[config.mk]
export PLATFORM = sky130hd
export DESIGN_NAME = sem_ctrl
export DESIGN_NICKNAME = d
export VERILOG_FILES = /design/src/sem_pkg.sv /design/src/sem_ctrl.sv
export SDC_FILE = /design/constraint.sdc
export NUM_CORES = 1
export LEC_CHECK = 0
export ABC_AREA = 1
export BUFFER_PORTS_ARGS = -buffer_cell sky130_fd_sc_hd__buf_2
export CORE_AREA = 3 3 40 42
export CTS_BUF_LIST = sky130_fd_sc_hd__clkbuf_8
export DETAILED_ROUTE_END_ITERATION = 6
export DIE_AREA = 0 0 43 45
export PLACE_DENSITY = 0.73
export SLEW_MARGIN = 25
export SYNTH_ARGS = -nofsm -noshare
export SYNTH_HDL_FRONTEND = slang
export SYNTH_SLANG_ARGS = --single-unit
[constraint.sdc]
create_clock -name clk -period 3.81 [get_ports clk]
set_clock_uncertainty 0.1 [all_clocks]
set_input_delay 0.381 -clock clk [delete_from_list [all_inputs] [get_ports clk]]
set_output_delay 0.381 -clock clk [all_outputs]
set_load 0.01 [all_outputs]
[src/sem_pkg.sv]
package sem_pkg;

  localparam int PIX_W   = 8;
  localparam int ROW_W   = 16;
  localparam int CFGW_W  = 11;
  localparam int CFGD_W  = 16;
  localparam int GRAD_W  = 11;
  localparam int SQ_W    = 20;
  localparam int ROOT_W  = 16;
  localparam int ROOT_STEPS = 8;
  localparam logic [PIX_W-1:0] MAG_SAT = 8'd255;
  localparam logic [ROOT_W-1:0] ROOT_BIT_INIT = 16'h4000;

  localparam logic [0:0] REG_WIDTH  = 1'b0;
  localparam logic [0:0] REG_HEIGHT = 1'b1;

  localparam logic ACT_PIXEL = 1'b0;
  localparam logic ACT_DRAIN = 1'b1;

  typedef enum logic [3:0] {
    ST_IDLE,
    ST_PX_RD,
    ST_PX_UPD,
    ST_DR_RD0,
    ST_DR_RD1,
    ST_DR_RD2,
    ST_DR_RD3,
    ST_MUL,
    ST_SUM,
    ST_ROOT,
    ST_OUT
  } sem_state_t;

  typedef enum logic [1:0] {
    ADDR_X,
    ADDR_LEFT,
    ADDR_MID,
    ADDR_RIGHT
  } addr_sel_t;

  typedef struct packed {
    logic      accept;
    addr_sel_t addr_sel;
    logic      px_update;
    logic      cap_en;
    logic [1:0] cap_col;
    logic      drain_finish;
    logic      mul;
    logic      sum;
    logic      root;
    logic      edge_sel;
  } sem_cmd_t;

  typedef struct packed {
    logic row_full;
    logic emit_inner;
    logic emit_edge;
    logic drain_last;
    logic root_done;
  } sem_status_t;

endpackage

[src/sem_ctrl.sv]
module sem_ctrl
  import sem_pkg::*;
(
  input  logic        clk,
  input  logic        rst,
  input  logic        in_valid,
  output logic        in_ready,
  input  logic        action,
  output logic        out_valid,
  input  logic        out_ready,
  output logic        run_last,
  output logic        frame_end,
  input  sem_status_t st,
  output sem_cmd_t    cmd
);

  sem_state_t state, state_next;
  logic pend_edge, pend_edge_next;
  logic cur_edge, cur_edge_next;
  logic fend, fend_next;

  always_ff @(posedge clk) begin
    if (rst) begin
      state     <= ST_IDLE;
      pend_edge <= 1'b0;
      cur_edge  <= 1'b0;
      fend      <= 1'b0;
    end else begin
      state     <= state_next;
      pend_edge <= pend_edge_next;
      cur_edge  <= cur_edge_next;
      fend      <= fend_next;
    end
  end

  always_comb begin
    state_next     = state;
    pend_edge_next = pend_edge;
    cur_edge_next  = cur_edge;
    fend_next      = fend;
    cmd            = '0;
    cmd.addr_sel   = ADDR_X;
    cmd.edge_sel   = cur_edge;
    in_ready       = 1'b0;
    out_valid      = 1'b0;
    unique case (state)
      ST_IDLE: begin
        in_ready = 1'b1;
        if (in_valid) begin
          cmd.accept = 1'b1;
          if (action == ACT_PIXEL) begin
            if (!st.row_full) state_next = ST_PX_RD;
          end else begin
            if (st.row_full) state_next = ST_DR_RD0;
          end
        end
      end
      ST_PX_RD: begin
        cmd.addr_sel = ADDR_X;
        state_next   = ST_PX_UPD;
      end
      ST_PX_UPD: begin
        cmd.addr_sel   = ADDR_X;
        cmd.px_update  = 1'b1;
        fend_next      = 1'b0;
        pend_edge_next = st.emit_inner && st.emit_edge;
        cur_edge_next  = !st.emit_inner;
        if (st.emit_inner || st.emit_edge) state_next = ST_MUL;
        else state_next = ST_IDLE;
      end
      ST_DR_RD0: begin
        cmd.addr_sel = ADDR_LEFT;
        state_next   = ST_DR_RD1;
      end
      ST_DR_RD1: begin
        cmd.addr_sel = ADDR_MID;
        cmd.cap_en   = 1'b1;
        cmd.cap_col  = 2'd0;
        state_next   = ST_DR_RD2;
      end
      ST_DR_RD2: begin
        cmd.addr_sel = ADDR_RIGHT;
        cmd.cap_en   = 1'b1;
        cmd.cap_col  = 2'd1;
        state_next   = ST_DR_RD3;
      end
      ST_DR_RD3: begin
        cmd.cap_en       = 1'b1;
        cmd.cap_col      = 2'd2;
        cmd.drain_finish = 1'b1;
        fend_next        = st.drain_last;
        pend_edge_next   = 1'b0;
        cur_edge_next    = 1'b0;
        state_next       = ST_MUL;
      end
      ST_MUL: begin
        cmd.mul    = 1'b1;
        state_next = ST_SUM;
      end
      ST_SUM: begin
        cmd.sum    = 1'b1;
        state_next = ST_ROOT;
      end
      ST_ROOT: begin
        cmd.root = 1'b1;
        if (st.root_done) state_next = ST_OUT;
      end
      ST_OUT: begin
        out_valid = 1'b1;
        if (out_ready) begin
          if (pend_edge) begin
            pend_edge_next = 1'b0;
            cur_edge_next  = 1'b1;
            state_next     = ST_MUL;
          end else begin
            state_next = ST_IDLE;
          end
        end
      end
      default: state_next = ST_IDLE;
    endcase
  end

  assign run_last  = !pend_edge;
  assign frame_end = fend;

endmodule

==> summary.md <==
| Metric | Value |
|---|---|
| Most frequent cells in the layout | `sky130_fd_sc_hd__nand2_1, sky130_fd_sc_hd__buf_2, sky130_fd_sc_hd__inv_1, sky130_fd_sc_hd__nor2_1, sky130_fd_sc_hd__nand3_1` |
| Clock sink count | `7` |
| Pre-Repair DR Iteration Count | `4` |
| Power density over the cells | `374 nW/um^2` |
| Post-synthesis average cell area | `5.69 sq um` |
| Final Wtd Congestion | `0.780` |
| Clock network fraction of total power | `37.1%` |
| Vias in the first global route | `514` |
| Hold path cells | `2` |
| Run status | `finished, final reports clean` |
| Routed wire per std cell | `9.39 um` |
| Latest clock arrival within the worst-skew pair | `230 ps` |
| Transition time of the tightest slew-check pin | `274 ps` |
| Core ar. | `1280 sq um` |
| Critical path class | `flop to primary output` |
| Number of cell rows | `13` |
| Peak fanout along the critical path | `8` |
| Count of pins over their slew limit | `0` |
| Post-route insts no fill | `140` |
| Switching component of the power | `0.0000915 W` |
| Post-cts resize count | `0` |
| Sequential fraction of design power | `32.1%` |
| Routed Antenna Nets | `0` |
| Switching share of power | `33.4%` |
| R2r worst-path depth | `7` |
| CP max-delay cell | `sky130_fd_sc_hd__dfxtp_1` |
| Synth Instances | `98` |
| Internal cell power | `0.000182 W` |
| FF-to-FF Start | `state[1]` |
| Post-detailed-route DRC marker count | `0` |
| Startpoint of the most critical hold path | `rst` |
| Number of distinct standard cells referenced by the synthesized netlist | `17` |
| Final critical-path share of the clock period | `46.6%` |
| # nets final | `136` |
| Synthesized flop and latch total | `7` |
| TritonCTS clock tree | `built` |
| DRT Wirelength | `1.32 mm` |
| Pin count of the biggest net entering global routing | `9` |
| Placed Cells | `136` |
| Endpoint of the most critical register-to-register path | `state[3]` |
| Worst Hold Path EP | `state[1]` |
| P&R area growth vs syn | `31.2%` |
| Via count | `625` |
| Overall fraction of global-route tracks in use | `14.0%` |
| Syn Nets | `108` |
| Post-layout minimum cycle time | `1770 ps` |
| Area of the die | `1940 sq um` |
| Portion of total power attributed to combinational logic | `30.8%` |
| 1st-iter DRT viols | `13` |
| Required time worst endpoint | `3330 ps` |
| Register-to-Register Setup Slack | `2400 ps` |
| Sequential-to-total area share from yosys stat | `25.1%` |
| Sequence of cells on the critical path | `inv_2, nor2_4, nand2_1, inv_1, buf_2` |
| Max-cap violations | `0` |
| Initial Utilization | `43.4%` |
| Worst supply voltage drop on vdd | `0.242 mV` |
| Setup repair after global routing missed its margin | `false` |
| Static leakage power | `0.462 nW` |
| Number of inserted diodes | `0` |
| Count of endpoints failing hold in the final timing report | `0` |
| Num CTS Buffers | `3` |
| Maximum level of the CTS H-tree | `1` |
| Netlist area before placement | `558 sq um` |
| Kind of start point of the critical path | `flop` |
| Max Root-Sink Buffers | `2` |
| Number of hold buffers added after cts | `0` |
| Die boundary width | `43 um` |
| First-pass GRT wire length | `2.03 mm` |
| Worst-case headroom to the max-slew limit | `81.6%` |
| Clk Tree Root Cell | `sky130_fd_sc_hd__clkbuf_8` |
| IO buf count | `25` |
| Antenna violations before repair | `0` |
| Vertical die dimension | `45 um` |
| Post-CTS Repair Setup Buffers | `0` |
| Clock-pin slew on the worst setup and hold paths | `40 ps` |
| Vias per inst | `4.46` |
| Fraction of final layout cells with drive strength greater than 1 | `28.0%` |
| Half-perimeter wire length of the detailed placement result | `1.08 mm` |
| TNS Setup | `0 ps` |
| Arrival time of data at the critical path endpoint | `1290 ps` |
| Maximum cell stage delay along the critical path | `420 ps` |
| Hold Path Class | `input port to flop` |
| Final Setup Violations | `0` |
| Max frequency | `564 MHz` |
| Remaining global-route overflow | `0` |
| Yosys synthesis warning count | `0` |
| Crit path capture type | `primary output` |
| I/O pins | `26` |
==> worst max-delay path: cells and delay by family, from the launching register on <==
kind                   cells  cell delay, ps
flip-flops                 1             420
buffers and inverters      3             340
AND/OR/NAND/NOR            2             300
==> sequential cells by signal (all words and copies together), names as in the netlist <==
| name | count |
|---|---|
| frame_end | 1 |
| state | 4 |
| pend_edge | 1 |
| cur_edge | 1 |
==> cell families after synthesis <==
| logic type | Yosys count | synth area share [%] |
|---|---|---|
| AO/OA/AOI/OAI | 12 | 12.1 |
| buffers and inverters | 27 | 19.5 |
| flip-flops | 7 | 25.1 |
| AND/OR/NAND/NOR | 52 | 43.3 |
==> per-stage QoR <==
stage	util (%)	hold WS, ps	power, W	instance area, sq um	setup WS, ps
2_1_floorplan	-	338	0.000148	558	2360
5_1_grt	57.0	311	0.000290	732	1920
4_1_cts	57.0	306	0.000276	732	2040
3_5_place_dp	53.5	354	0.000173	687	2290
6_report	57.0	309	0.000274	732	2040
3_3_place_gp	53.5	353	0.000173	687	2280
==> worst max-delay path by stage <==
| stage | from | end | slack [ps] | depth (start not counted) |
|---|---|---|---|---|
| 2_1_floorplan | state[1] | cmd[6] | 2360 | 5 |
| 3_3_place_gp | state[1] | cmd[4] | 2280 | 5 |
| 3_5_place_dp | state[1] | cmd[6] | 2290 | 5 |
| 4_1_cts | state[1] | cmd[4] | 2040 | 5 |
| 5_1_grt | state[1] | cmd[6] | 1920 | 5 |
| 6_report | state[1] | cmd[6] | 2040 | 5 |
==> final cells by class <==
cell class,instances,area [sq um]
Fill cell,133,553
Clock buffer,3,41.3
Multi-Input combinational cell,64,309
Sequential cell,7,140
Tap cell,15,18.8
Clock inverter,1,3.75
Inverter,25,93.8
Timing Repair Buffer,25,125
==> metal layers <==
metal  GRT usage (%)  share of wire (%)
met4            7.23                1.1
met3            2.39                5.2
met2            20.4                 45
met5               0                  0
met1            19.9                 48
==> power by group through the flow <==
stage / Clock (W) / Sequential (W) / Combinational [W]
floorplan: 0 / 0.0000876 / 0.0000605
global placement: 0 / 0.0000892 / 0.0000838
detailed placement: 0 / 0.0000891 / 0.0000842
CTS: 0.000103 / 0.0000879 / 0.0000849
global route: 0.000108 / 0.0000889 / 0.0000940
finish: 0.000102 / 0.0000880 / 0.0000843
==> cell usage after synthesis <==
cell	instances	area share, %
sky130_fd_sc_hd__a21oi_1	7	6.3
sky130_fd_sc_hd__inv_1	23	15
sky130_fd_sc_hd__nor3_1	1	0.90
sky130_fd_sc_hd__nand2_1	25	17
sky130_fd_sc_hd__nor2_1	12	8.1
sky130_fd_sc_hd__nand3_2	1	1.8
sky130_fd_sc_hd__dfxtp_1	7	25
sky130_fd_sc_hd__a21o_1	1	1.3
sky130_fd_sc_hd__o211ai_1	1	1.3
sky130_fd_sc_hd__o21a_1	1	1.3
sky130_fd_sc_hd__nor2_2	1	1.1
sky130_fd_sc_hd__o21ai_0	2	1.8
sky130_fd_sc_hd__nand3b_1	1	1.3
sky130_fd_sc_hd__nor2_4	3	6.1
sky130_fd_sc_hd__nand3_1	8	7.2
sky130_fd_sc_hd__inv_2	2	1.3
sky130_fd_sc_hd__buf_4	2	2.7
Power figures use the tool's default switching activity.
